`src/hdl/bfd_pkg.sv`:
```
// Shared types, codes and CRC functions for the bus frame field decoder.
package bfd_pkg;

    // Link event codes carried on the action field.
    localparam logic [1:0] ACT_START = 2'd0;
    localparam logic [1:0] ACT_DATA  = 2'd1;
    localparam logic [1:0] ACT_SYNC  = 2'd2;
    localparam logic [1:0] ACT_IDLE  = 2'd3;

    // Field kinds; the parse step of a frame uses the same codes.
    localparam logic [3:0] KIND_RX_ID    = 4'd0;
    localparam logic [3:0] KIND_HEADER   = 4'd1;
    localparam logic [3:0] KIND_LENGTH   = 4'd2;
    localparam logic [3:0] KIND_META_CRC = 4'd3;
    localparam logic [3:0] KIND_RX_BUS   = 4'd4;
    localparam logic [3:0] KIND_TX_BUS   = 4'd5;
    localparam logic [3:0] KIND_TX_ID    = 4'd6;
    localparam logic [3:0] KIND_SERVICE  = 4'd7;
    localparam logic [3:0] KIND_PACKET   = 4'd8;
    localparam logic [3:0] KIND_PAYLOAD  = 4'd9;
    localparam logic [3:0] KIND_END_CRC  = 4'd10;
    localparam logic [3:0] KIND_ACK      = 4'd11;

    // CRC constants.
    localparam logic [7:0]  CRC8_POLY  = 8'h97;
    localparam logic [31:0] CRC32_POLY = 32'hedb88320;
    localparam logic [31:0] CRC32_INIT = 32'hffffffff;

    // Largest length field value that a CRC8 frame should carry.
    localparam logic [15:0] CRC8_MAX_LEN = 16'd15;

    typedef enum logic [1:0] {
        MODE_IDLE,
        MODE_COLLECT,
        MODE_ACK
    } t_link_mode;

    // One decoded field, as handed to the output register.
    typedef struct packed {
        logic [3:0]  kind;
        logic [31:0] value;
        logic        last;
        logic [7:0]  warn;
        logic [31:0] crc;
    } t_result;

    // Reflected CRC8 update over one byte.
    function automatic logic [7:0] crc8_byte(input logic [7:0] crc, input logic [7:0] b);
        logic [7:0] c;
        c = crc ^ b;
        for (int i = 0; i < 8; i++) begin
            c = c[0] ? ((c >> 1) ^ CRC8_POLY) : (c >> 1);
        end
        return c;
    endfunction

    // Reflected CRC32 update over one byte.
    function automatic logic [31:0] crc32_byte(input logic [31:0] crc, input logic [7:0] b);
        logic [31:0] c;
        c = crc ^ {24'd0, b};
        for (int i = 0; i < 8; i++) begin
            c = c[0] ? ((c >> 1) ^ CRC32_POLY) : (c >> 1);
        end
        return c;
    endfunction

    // Whether an optional field is carried by the frame.
    function automatic logic step_present(input logic [3:0] step, input logic [7:0] flags,
                                          input logic plen_nz);
        logic p;
        case (step)
            KIND_RX_BUS:  p = flags[0];
            KIND_TX_BUS:  p = flags[0] & flags[1];
            KIND_TX_ID:   p = flags[1];
            KIND_SERVICE: p = flags[4];
            KIND_PACKET:  p = flags[7];
            KIND_PAYLOAD: p = plen_nz;
            default:      p = 1'b1;
        endcase
        return p;
    endfunction

    // First field after the current one that the frame carries.
    function automatic logic [3:0] next_step(input logic [3:0] step, input logic [7:0] flags,
                                             input logic plen_nz);
        logic [3:0] s;
        logic       found;
        s = KIND_END_CRC;
        found = 1'b0;
        for (int k = 1; k < 10; k++) begin
            if (!found && (4'(k) > step) && step_present(4'(k), flags, plen_nz)) begin
                s = 4'(k);
                found = 1'b1;
            end
        end
        return s;
    endfunction

endpackage

```
`src/hdl/bfd_core.sv`:
```
// Frame state and per-byte field decode logic of the bus frame field decoder.
module bfd_core (
    input  logic              i_clk,
    input  logic              i_rst_n,
    input  logic              i_fire,
    input  logic [1:0]        i_action,
    input  logic [7:0]        i_data_byte,
    output logic              o_res_valid,
    output bfd_pkg::t_result  o_res
);

    bfd_pkg::t_link_mode r_mode, n_mode;
    logic [3:0]  r_step, n_step;
    logic [15:0] r_bytes, n_bytes;
    logic [31:0] r_shift, n_shift;
    logic [7:0]  r_flags, n_flags;
    logic [15:0] r_plen, n_plen;
    logic [7:0]  r_rx_id, n_rx_id;
    logic [7:0]  r_crc8, n_crc8;
    logic [31:0] r_crc32, n_crc32;
    logic [31:0] r_snap, n_snap;
    logic        r_done, n_done;

    logic [15:0] bytes_new;
    logic [31:0] shift_new;
    logic [7:0]  crc8_new;
    logic [31:0] crc32_new;
    logic [31:0] snap_now;
    logic [15:0] width;
    logic [15:0] len;
    logic [4:0]  ovh;
    logic [15:0] ovh16;
    logic [15:0] plen_calc;
    logic        ack_req;
    logic [7:0]  adv_flags;
    logic        adv_plen_nz;
    logic [3:0]  adv_step;

    // Values that every data byte of a frame produces.
    always_comb begin
        bytes_new = r_bytes + 16'd1;
        shift_new = {r_shift[23:0], i_data_byte};
        crc8_new  = bfd_pkg::crc8_byte(r_crc8, i_data_byte);
        crc32_new = bfd_pkg::crc32_byte(r_crc32, i_data_byte);
        snap_now  = (r_bytes == 16'd0) ? (r_crc32 ^ bfd_pkg::CRC32_INIT) : r_snap;
        ack_req   = i_data_byte[2] | i_data_byte[3];
    end

    // Byte count of the current field.
    always_comb begin
        case (r_step)
            bfd_pkg::KIND_LENGTH:  width = r_flags[6] ? 16'd2 : 16'd1;
            bfd_pkg::KIND_RX_BUS:  width = 16'd4;
            bfd_pkg::KIND_TX_BUS:  width = 16'd4;
            bfd_pkg::KIND_SERVICE: width = 16'd2;
            bfd_pkg::KIND_PACKET:  width = 16'd2;
            bfd_pkg::KIND_PAYLOAD: width = r_plen;
            bfd_pkg::KIND_END_CRC: width = r_flags[5] ? 16'd4 : 16'd1;
            default:               width = 16'd1;
        endcase
    end

    // Length field and frame overhead.
    always_comb begin
        len = r_flags[6] ? shift_new[15:0] : {8'd0, shift_new[7:0]};
        ovh = 5'd3 + (r_flags[6] ? 5'd2 : 5'd1)
            + (r_flags[0] ? 5'd4 : 5'd0)
            + (r_flags[1] ? (r_flags[0] ? 5'd5 : 5'd1) : 5'd0)
            + (r_flags[4] ? 5'd2 : 5'd0)
            + (r_flags[7] ? 5'd2 : 5'd0)
            + (r_flags[5] ? 5'd4 : 5'd1);
        ovh16 = {11'd0, ovh};
        plen_calc = (len <= ovh16) ? 16'd0 : (len - ovh16);
    end

    // Next field step; header and length bytes set what follows.
    always_comb begin
        adv_flags   = (r_step == bfd_pkg::KIND_HEADER) ? i_data_byte : r_flags;
        adv_plen_nz = (r_step == bfd_pkg::KIND_LENGTH) ? (plen_calc != 16'd0)
                                                       : (r_plen != 16'd0);
        adv_step    = bfd_pkg::next_step(r_step, adv_flags, adv_plen_nz);
    end

    // Link mode follows the link events.
    always_comb begin
        n_mode = r_mode;
        if (i_fire) begin
            case (i_action)
                bfd_pkg::ACT_START: n_mode = bfd_pkg::MODE_COLLECT;
                bfd_pkg::ACT_SYNC:  n_mode = bfd_pkg::MODE_ACK;
                bfd_pkg::ACT_IDLE:  n_mode = bfd_pkg::MODE_IDLE;
                default:            n_mode = r_mode;
            endcase
        end
    end

    // Frame state update and result of one transaction.
    always_comb begin
        n_step  = r_step;
        n_bytes = r_bytes;
        n_shift = r_shift;
        n_flags = r_flags;
        n_plen  = r_plen;
        n_rx_id = r_rx_id;
        n_crc8  = r_crc8;
        n_crc32 = r_crc32;
        n_snap  = r_snap;
        n_done  = r_done;
        o_res_valid = 1'b0;
        o_res = '0;
        if (i_fire) begin
            if (i_action == bfd_pkg::ACT_START || i_action == bfd_pkg::ACT_IDLE) begin
                n_step  = '0;
                n_bytes = '0;
                n_shift = '0;
                n_flags = '0;
                n_plen  = '0;
                n_rx_id = '0;
                n_crc8  = '0;
                n_crc32 = bfd_pkg::CRC32_INIT;
                n_snap  = '0;
                n_done  = 1'b0;
            end else if (i_action == bfd_pkg::ACT_DATA) begin
                if (r_mode == bfd_pkg::MODE_ACK) begin
                    o_res_valid = 1'b1;
                    o_res.kind  = bfd_pkg::KIND_ACK;
                    o_res.value = {24'd0, i_data_byte};
                    o_res.last  = 1'b1;
                end else if (r_mode == bfd_pkg::MODE_COLLECT && !r_done
                             && r_step <= bfd_pkg::KIND_END_CRC) begin
                    // Running CRCs cover every byte ahead of the end CRC.
                    if (r_step == bfd_pkg::KIND_END_CRC) begin
                        n_snap = snap_now;
                    end else begin
                        n_crc8  = crc8_new;
                        n_crc32 = crc32_new;
                    end
                    n_shift = shift_new;
                    n_bytes = bytes_new;

                    if (r_step == bfd_pkg::KIND_PAYLOAD || bytes_new >= width) begin
                        o_res_valid = 1'b1;
                        o_res.kind  = r_step;
                        o_res.value = shift_new;
                        o_res.last  = 1'b1;
                        case (r_step)
                            bfd_pkg::KIND_RX_ID: begin
                                n_rx_id = i_data_byte;
                            end
                            bfd_pkg::KIND_HEADER: begin
                                n_flags = i_data_byte;
                                o_res.warn[0] = ack_req & ~i_data_byte[1];
                                o_res.warn[1] = ack_req & (r_rx_id == 8'd0);
                                o_res.warn[2] = i_data_byte[2] & i_data_byte[3];
                                o_res.warn[3] = i_data_byte[6] & ~i_data_byte[5];
                            end
                            bfd_pkg::KIND_LENGTH: begin
                                o_res.value   = {16'd0, len};
                                o_res.warn[4] = len < ovh16;
                                o_res.warn[5] = (len > bfd_pkg::CRC8_MAX_LEN) & ~r_flags[5];
                                o_res.warn[6] = len <= ovh16;
                                n_plen = plen_calc;
                            end
                            bfd_pkg::KIND_META_CRC: begin
                                o_res.crc     = {24'd0, r_crc8};
                                o_res.warn[7] = i_data_byte != r_crc8;
                            end
                            bfd_pkg::KIND_PAYLOAD: begin
                                o_res.value = {24'd0, i_data_byte};
                                o_res.last  = bytes_new >= r_plen;
                            end
                            bfd_pkg::KIND_END_CRC: begin
                                o_res.crc     = r_flags[5] ? snap_now : {24'd0, r_crc8};
                                o_res.warn[7] = shift_new != o_res.crc;
                            end
                            default: begin
                            end
                        endcase

                        // Move on to the next field once this one is complete.
                        if (o_res.last) begin
                            n_shift = '0;
                            n_bytes = '0;
                            if (r_step >= bfd_pkg::KIND_END_CRC) begin
                                n_done = 1'b1;
                                n_step = '0;
                            end else begin
                                n_step = adv_step;
                            end
                        end
                    end
                end
            end
        end
    end

    // State registers.
    always_ff @(posedge i_clk) begin
        if (!i_rst_n) begin
            r_mode  <= bfd_pkg::MODE_IDLE;
            r_step  <= '0;
            r_bytes <= '0;
            r_shift <= '0;
            r_flags <= '0;
            r_plen  <= '0;
            r_rx_id <= '0;
            r_crc8  <= '0;
            r_crc32 <= bfd_pkg::CRC32_INIT;
            r_snap  <= '0;
            r_done  <= 1'b0;
        end else begin
            r_mode  <= n_mode;
            r_step  <= n_step;
            r_bytes <= n_bytes;
            r_shift <= n_shift;
            r_flags <= n_flags;
            r_plen  <= n_plen;
            r_rx_id <= n_rx_id;
            r_crc8  <= n_crc8;
            r_crc32 <= n_crc32;
            r_snap  <= n_snap;
            r_done  <= n_done;
        end
    end

endmodule

```
`src/hdl/bus_frame_field_decoder.sv`:
```
// Top level of the bus frame field decoder: input and result registers around the core.
//
// The input channel (i_valid, o_stall, i_action, i_data_byte) carries link events and
// received bytes; one transaction is one event. A frame start clears the frame state,
// data bytes are split into receiver id, header, length, meta CRC8, optional bus ids,
// sender, service and packet ids, payload bytes and the end CRC8 or CRC32. After an
// await-sync event each data byte is reported as an acknowledge byte.
// The output channel (o_valid, i_stall and the o_ field ports) carries at most one
// decoded field for each input transaction; events and bytes inside a multi-byte field
// other than the payload give none.
// A result passes from the input register through the core into the result register.
// Throughput: one transaction per cycle while the receiver does not stall, set by the
// combinational CRC byte update and field decode between the input and result registers.
// When the receiver stalls, the result register holds its transaction and the input
// register holds one more; o_stall rises only when both are full.
// Reset clears the valid bits of both registers, leaves the link idle and the CRC32 at all ones.
module bus_frame_field_decoder (
    input  logic        i_clk,
    input  logic        i_rst_n,
    input  logic        i_valid,
    output logic        o_stall,
    input  logic [1:0]  i_action,
    input  logic [7:0]  i_data_byte,
    output logic        o_valid,
    input  logic        i_stall,
    output logic [3:0]  o_field_kind,
    output logic [31:0] o_field_value,
    output logic        o_field_last,
    output logic [7:0]  o_warning_mask,
    output logic [31:0] o_computed_crc
);

    logic             r_in_valid;
    logic [1:0]       r_in_action;
    logic [7:0]       r_in_byte;
    logic             r_out_valid;
    bfd_pkg::t_result r_out;
    logic             fire;
    logic             res_valid;
    bfd_pkg::t_result res;

    // The held transaction moves on when the result register is free or being emptied.
    assign fire    = r_in_valid & (~r_out_valid | ~i_stall);
    assign o_stall = r_in_valid & r_out_valid & i_stall;

    bfd_core u_core (
        .i_clk       (i_clk),
        .i_rst_n     (i_rst_n),
        .i_fire      (fire),
        .i_action    (r_in_action),
        .i_data_byte (r_in_byte),
        .o_res_valid (res_valid),
        .o_res       (res)
    );

    // Input register.
    always_ff @(posedge i_clk) begin
        if (!i_rst_n) begin
            r_in_valid <= 1'b0;
        end else if (!o_stall) begin
            r_in_valid <= i_valid;
        end
    end

    always_ff @(posedge i_clk) begin
        if (i_valid && !o_stall) begin
            r_in_action <= i_action;
            r_in_byte   <= i_data_byte;
        end
    end

    // Result register.
    always_ff @(posedge i_clk) begin
        if (!i_rst_n) begin
            r_out_valid <= 1'b0;
        end else if (fire) begin
            r_out_valid <= res_valid;
        end else if (!i_stall) begin
            r_out_valid <= 1'b0;
        end
    end

    always_ff @(posedge i_clk) begin
        if (fire && res_valid) begin
            r_out <= res;
        end
    end

    assign o_valid        = r_out_valid;
    assign o_field_kind   = r_out.kind;
    assign o_field_value  = r_out.value;
    assign o_field_last   = r_out.last;
    assign o_warning_mask = r_out.warn;
    assign o_computed_crc = r_out.crc;

endmodule

```
`config.mk`:
```
export PLATFORM = sky130hd
export DESIGN_NAME = bus_frame_field_decoder
export DESIGN_NICKNAME = d
export VERILOG_FILES = /design/src/hdl/bfd_pkg.sv /design/src/hdl/bfd_core.sv /design/src/hdl/bus_frame_field_decoder.sv
export SDC_FILE = /design/constraint.sdc
export NUM_CORES = 1
export LEC_CHECK = 0
export BUFFER_PORTS_ARGS = -buffer_cell sky130_fd_sc_hd__buf_2
export CAP_MARGIN = 20
export CORE_AREA = 3 3 146 148
export DETAILED_ROUTE_END_ITERATION = 10
export DIE_AREA = 0 0 149 151
export GPL_TIMING_DRIVEN = 0
export PLACE_DENSITY_LB_ADDON = 0.3
export SYNTH_ARGS = -nofsm -noshare
export SYNTH_HDL_FRONTEND = slang
export SYNTH_HIERARCHICAL = 1
export SYNTH_SLANG_ARGS = --single-unit
export TNS_END_PERCENT = 10
```
`constraint.sdc`:
```
create_clock -name i_clk -period 20.4 [get_ports i_clk]
set_input_delay 5.1 -clock i_clk [delete_from_list [all_inputs] [get_ports i_clk]]
set_output_delay 5.1 -clock i_clk [all_outputs]
set_load 0.1 [all_outputs]
```
==> results of run 1 <==
-- state kept, by name, indices dropped and copies added (netlist names) --
signal	cells
o_computed_crc	32
o_field_kind	4
o_field_last	1
o_field_value	32
o_valid	1
o_warning_mask	8
r_in_action	2
r_in_byte	8
r_in_valid	1
u_core/r_bytes	16
u_core/r_crc32	32
u_core/r_crc8	8
u_core/r_done	1
u_core/r_flags	6
u_core/r_mode	2
u_core/r_plen	16
u_core/r_rx_id	8
u_core/r_shift	24
u_core/r_snap	32
u_core/r_step	4
-- layout by cell type (no fill, tap or decap), drive strengths merged, types with 7 or more instances in the layout --
master     n
a211oi    12
a21boi     7
a21o      11
a21oi     47
a22o      26
a22oi     10
a31oi     11
a32o      11
a32oi     19
and2      54
and3      16
buf      120
clkbuf    86
dfxtp    151
edfxtp    87
ha        51
inv       63
mux2i     28
nand2    115
nand3     31
nand3b     7
nand4     12
nor2     119
nor2b     24
nor3      45
nor4      17
o211ai     7
o21a      10
o21ai     76
o2bb2ai   15
or2        8
xnor2     93
xor2      35
-- power groups by stage --
stage,Sequential [W],Combinational (W),Clock [W]
5_1_grt,0.000519,0.000228,0.000492
3_5_place_dp,0.000528,0.000206,0
6_report,0.000518,0.000213,0.000471
4_1_cts,0.000517,0.000208,0.000472
3_3_place_gp,0.000527,0.000203,0
2_1_floorplan,0.000522,0.000164,0
-- synth_stat cells (7+ instances only) --
master,number,share of area
a22oi_1,9,0.0052
a22o_1,26,0.017
buf_4,7,0.0040
a32oi_1,19,0.013
o2bb2ai_1,15,0.010
and2_1,54,0.026
a32o_1,11,0.0084
nor4_1,15,0.0072
a31oi_1,11,0.0053
xnor2_1,92,0.062
nand2_1,114,0.033
or2_2,8,0.0038
edfxtp_1,87,0.20
mux2i_1,28,0.021
ha_1,51,0.049
o211ai_1,7,0.0040
a21oi_1,46,0.018
nor2b_1,24,0.011
nand3_1,31,0.012
xor2_1,33,0.022
a21boi_0,7,0.0040
inv_1,61,0.018
nor2_1,118,0.034
o21ai_0,73,0.028
nor3_1,42,0.016
a211oi_1,12,0.0069
a21o_1,11,0.0063
clkbuf_1,57,0.016
dfxtp_1,151,0.23
nand3b_1,7,0.0040
nand4_1,11,0.0053
and3_1,15,0.0072
o21a_1,10,0.0057
buf_2,10,0.0038
-- worst max-delay path, cell delays in order --
cell and delay (ns):
buf_2 0.13, and3_4 0.20, buf_2 0.42
-- stage by stage --
stage | hold WS, ns | instances | total power (W)
4_1_cts | 0.490 | 1800 | 0.00120
3_3_place_gp | 0.464 | 1751 | 0.000730
2_1_floorplan | 0.453 | 1389 | 0.000686
6_report | 0.494 | 1801 | 0.00120
3_5_place_dp | 0.471 | 1754 | 0.000733
5_1_grt | 0.519 | 1801 | 0.00124
-- final cells by class --
type / instances / area share
Buffer: 81 / 0.0237
Tap cell: 270 / 0.0228
Multi-Input combinational cell: 1009 / 0.464
Timing Repair Buffer: 96 / 0.0354
Sequential cell: 238 / 0.381
Inverter: 61 / 0.0155
Clock buffer: 29 / 0.0433
Clock inverter: 17 / 0.0139
-- routing by layer --
layer	share of wire	track usage	vias to the layer above
li1	-	-	5246
met1	0.41	0.465	5328
met2	0.44	0.520	720
met3	0.11	0.0569	128
met4	0.042	0.138	0
met5	0	0	-
-- cell families (layout without fill, tap and decap cells) --
family                   count (synthesis)  count (layout)  share of synthesized area
AND/OR/NAND/NOR                        482             482                      0.190
XOR/XNOR                               128             128                     0.0884
buffers and inverters                  142             284                     0.0443
flip-flops                             238             238                      0.431
adder cells (fa/ha/maj)                 55              55                     0.0549
multiplexers                            29              29                     0.0223
AO/OA/AOI/OAI                          315             315                      0.169
-- final timing paths --
check               startpoint            endpoint  slack, ns  depth (start not counted)
max reg2reg  u_core/r_flags[5]  o_computed_crc[24]      14.45                         16
min           u_core/r_plen[1]    u_core/r_plen[1]       0.49                          1
min reg2reg   u_core/r_plen[1]    u_core/r_plen[1]       0.49                          1
max                    i_stall             o_stall       9.46                          3
==> impl_metrics.toml, run 1 <==
[finish]
area_delta_synth_final_pct = 13.1
drive_above_1_share = 0.118
nFillCells = 1515
n_antenna_cell = 0
layout.nets = 1581
seqCellArea_um2 = 5640
stdcell_area_um2 = 14800
multi_input_area_um2 = 6870
postLayoutCoreUtil = 0.733

[power_and_ir_drop]
swShare = 0.280
p_switching_w = 0.000337
p_leak_nw = 5.87
ir_drop_uv = 69.6
clkPwrFrac = 0.392
comb_power_share = 0.177
power_per_cell_area_nw_per_um2 = 81.3
seqPwrFrac = 0.431
cellInternalPower_w = 0.000865

[setup_path]
cp.arrival_ns = 5.84
critPathKind = "input port to primary output"
start_kind = "input port"
cp_max_fo = 3
cp.required_ns = 15.30
worstSetupEndpointType = "primary output"

[placement]
io_buffers = 92
dpl_cell_area_um2 = 13900
gp_congestion = 1.02
dpl.hpwl_mm = 27.9
dp_slack_ns = 9.46

[clock_tree]
cts_buffers = 25
postCtsHoldBufs = 0
clock_latency_ns = 0.54
htreeDepth = 1
clk_pin_slew_ns = 0.06
post_cts_buffers = 0
cts_resized = 0
clockRootBuffer = "clkbuf_16"
clkSinkCount = 238
cts_tree = "yes"
clock_path_buffers = 3

[global_routing]
gr-total-overflow = 0
grt_max_degree = 35
grt_usage = 0.334
grt_pass1_wl_mm = 59.2
antenna_found_initial = 0
grt_pass1_vias = 10923

[floorplanning]
coreArea_um2 = 20200
initial_core_util = 0.648
die_w_um = 149
num_rows = 52
die_h_um = 151
die_area_um2 = 22500
io_pins = 93

[logic_synthesis]
yosysWarnings = 6
synth_nets = 1458
synthDistinctLibCells = 79
async_flop_share = 0
synth_seq_area_share = 0.431
avgSynthCellArea_um2 = 9.41
synth_edf_count = 87
syn_area_um2 = 13100
synth_seq_cells = 238
syn-instance-count = 1389
synth_flop_cell = "dfxtp_1"

[route]
wirelength_mm = 38.2
drc = 0
vias = 11422
ant_nets = 0
viasPerCell = 6.34
drt-initial-drc-count = 1465
dr.pass1.iters = 6
wl_per_cell_um = 21.2

[sta]
hold_violations = 0
tightestPinTransition_ns = 1.05
drv_slew = 0
min_period_ns = 10.94
skew_ns = 0.0232
rsz0062_at_grt = "no"
slew_headroom = 0.299
finalCritPeriodShare = 0.536
max_freq_ghz = 0.0914
setup_viol = 0
finalWorstSetupSlack_ns = 9.46
finalSetupTns_ns = 0

[outcome]
run_status = "completed"

[job]
maxCapViolCount = 0

[hold_path]
hp-class = "flop to flop"
Power figures use the tool's default switching activity.
==> inputs of run 2 (changes only) <==
- CORE_AREA: 3 3 146 148 -> 3 3 151 153
- DIE_AREA: 0 0 149 151 -> 0 0 154 156
- clock period: 20.4 -> 11.4 ns (I/O delays scaled with it)
==> run 2 against run 1 <==
Compared with the run above:
- flip-flop and latch count is the same
- via count is 0.71% higher
- critical path type unchanged
- combinational power grew 82%
- global-route usage shrank 2.0 points
- hold slack worse by 0.0081 ns
- sequential power up 79%
- die area is 6.8% higher
- critical path depth did not move
- non-clock buffer count is the same
- register-to-register slack worse by 9.1 ns
==> impl_metrics.toml, run 2 (same netlist as run 1, synthesis figures left out) <==
[route]
dr.pass1.iters = 5
vias = 11503
viasPerCell = 6.35
wl_per_cell_um = 21.4
wirelength_mm = 38.8
drt-initial-drc-count = 1506
drc = 0
ant_nets = 0

[outcome]
run_status = "completed"

[setup_path]
cp_max_fo = 3
start_kind = "input port"
crit_buf_inv = 2
critPathMaxStageDelay_ns = 0.42
r2r-start = "u_core/r_flags[5]"
cpMaxStageDelayCell = "buf_2"
cp.arrival_ns = 3.59
critPathKind = "input port to primary output"
cp_cell_sequence = "buf_2, and3_4, buf_2"
critPathTopFamily = "buffers and inverters"
worstSetupEndpointType = "primary output"
critPathLaunch = "i_stall"
ff2ff_setup_slack_ns = 5.35
cp_common_cell = "buf_2"
cp.required_ns = 8.55

[finish]
stdcell_area_um2 = 14800
layout_common_cells = "dfxtp_1 (151), nor2_1 (118), nand2_1 (114), buf_2 (103), xnor2_1 (92)"
drive_above_1_share = 0.118
final_common_cell = "dfxtp_1"
stdcell_count = 1812
area_delta_synth_final_pct = 13.1
nFillCells = 1722
layout.nets = 1581

[floorplanning]
io_pins = 93
initial_core_util = 0.603
die_w_um = 154
die_area_um2 = 24000
coreArea_um2 = 21700
num_rows = 54
die_h_um = 156

[global_routing]
grt_usage = 0.314
gr-total-overflow = 0
grt_pass1_vias = 11052
grt_pass1_wl_mm = 60.5
grt_max_degree = 29
antenna_found_initial = 0

[placement]
io_buffers = 92
gp_congestion = 1.01
dpl.hpwl_mm = 28.4
dp_slack_ns = 4.96
place_inst = 1765
dpl_cell_area_um2 = 14000

[clock_tree]
cts_buffers = 25
post_cts_buffers = 0
postCtsHoldBufs = 0
clkSinkCount = 238
htreeDepth = 1
cts_resized = 0
clockRootBuffer = "clkbuf_16"
clock_path_buffers = 3
clock_latency_ns = 0.54
cts_tree = "yes"
clk_pin_slew_ns = 0.06

[sta]
slew_headroom = 0.310
hold_violations = 0
finalSetupTns_ns = 0
min_period_ns = 6.44
finalWorstSetupSlack_ns = 4.96
finalCritPeriodShare = 0.565
setup_viol = 0
drv_slew = 0
tightestPinTransition_ns = 1.03
rsz0062_at_grt = "no"
max_freq_ghz = 0.155
skew_ns = 0.0283

[power_and_ir_drop]
ir_drop_uv = 129
finalPower_w = 0.00214
power_per_cell_area_nw_per_um2 = 145
p_leak_nw = 5.88

[hold_path]
hp-class = "flop to flop"
min_from = "u_core/r_snap[29]"

[job]
maxCapViolCount = 0
## run 2: cell count changes in the layout (fill, tap and decap cells not counted), sizes merged
cell and change:
bufinv -2, clkinv +1, diode +1, clkbuf +6, inv -1, clkinvlp -4
## run 2: path summary, 6_finish.rpt
path	depth (start not counted)	to
max reg2reg	16	o_warning_mask[4]
min reg2reg	2	u_core/r_snap[29]
min	2	u_core/r_snap[29]
max	3	o_stall
## run 2: routing by layer
metal,part of all wire,global-route usage,vias to the layer above
met2,0.45,0.504,688
met5,0,0,-
li1,-,-,5244
met4,0.027,0.103,0
met3,0.11,0.0519,96
met1,0.42,0.436,5475
## run 2: layout make-up
| type | count | area (µm²) | area share |
|---|---|---|---|
| multi-input combinational | 1009 | 6870 | 0.465 |
| buffer | 81 | 350 | 0.0237 |
| sequential | 238 | 5640 | 0.381 |
| clock buffer | 35 | 713 | 0.0482 |
| timing repair buffer | 96 | 520 | 0.0352 |
| inverter | 61 | 229 | 0.0155 |
| clock inverter | 11 | 114 | 0.00770 |
| tap | 280 | 350 | 0.0237 |
| antenna | 1 | 2.50 | 0.000169 |
## run 2: report_power, final
part           leakage, nW  total (W)  switching (W)  internal, W
registers             2.14   0.000927      0.0000295     0.000897
logic                 3.33   0.000388       0.000233     0.000155
clock network        0.408   0.000823       0.000341     0.000482
## run 2: worst min-delay path, delay by kind of cell, from the launching register on
kind               cells  cell delay, ns
DFF                    1            0.33
and+or+nand+nor        1            0.07
AOI/OAI and AO/OA      1            0.06
## run 2: through the flow
step                hold slack [ns]   util
floorplan                     0.453      -
global route                  0.512  0.681
global placement              0.465  0.640
detailed placement            0.470  0.643
finish                        0.486  0.682
CTS                           0.486  0.681
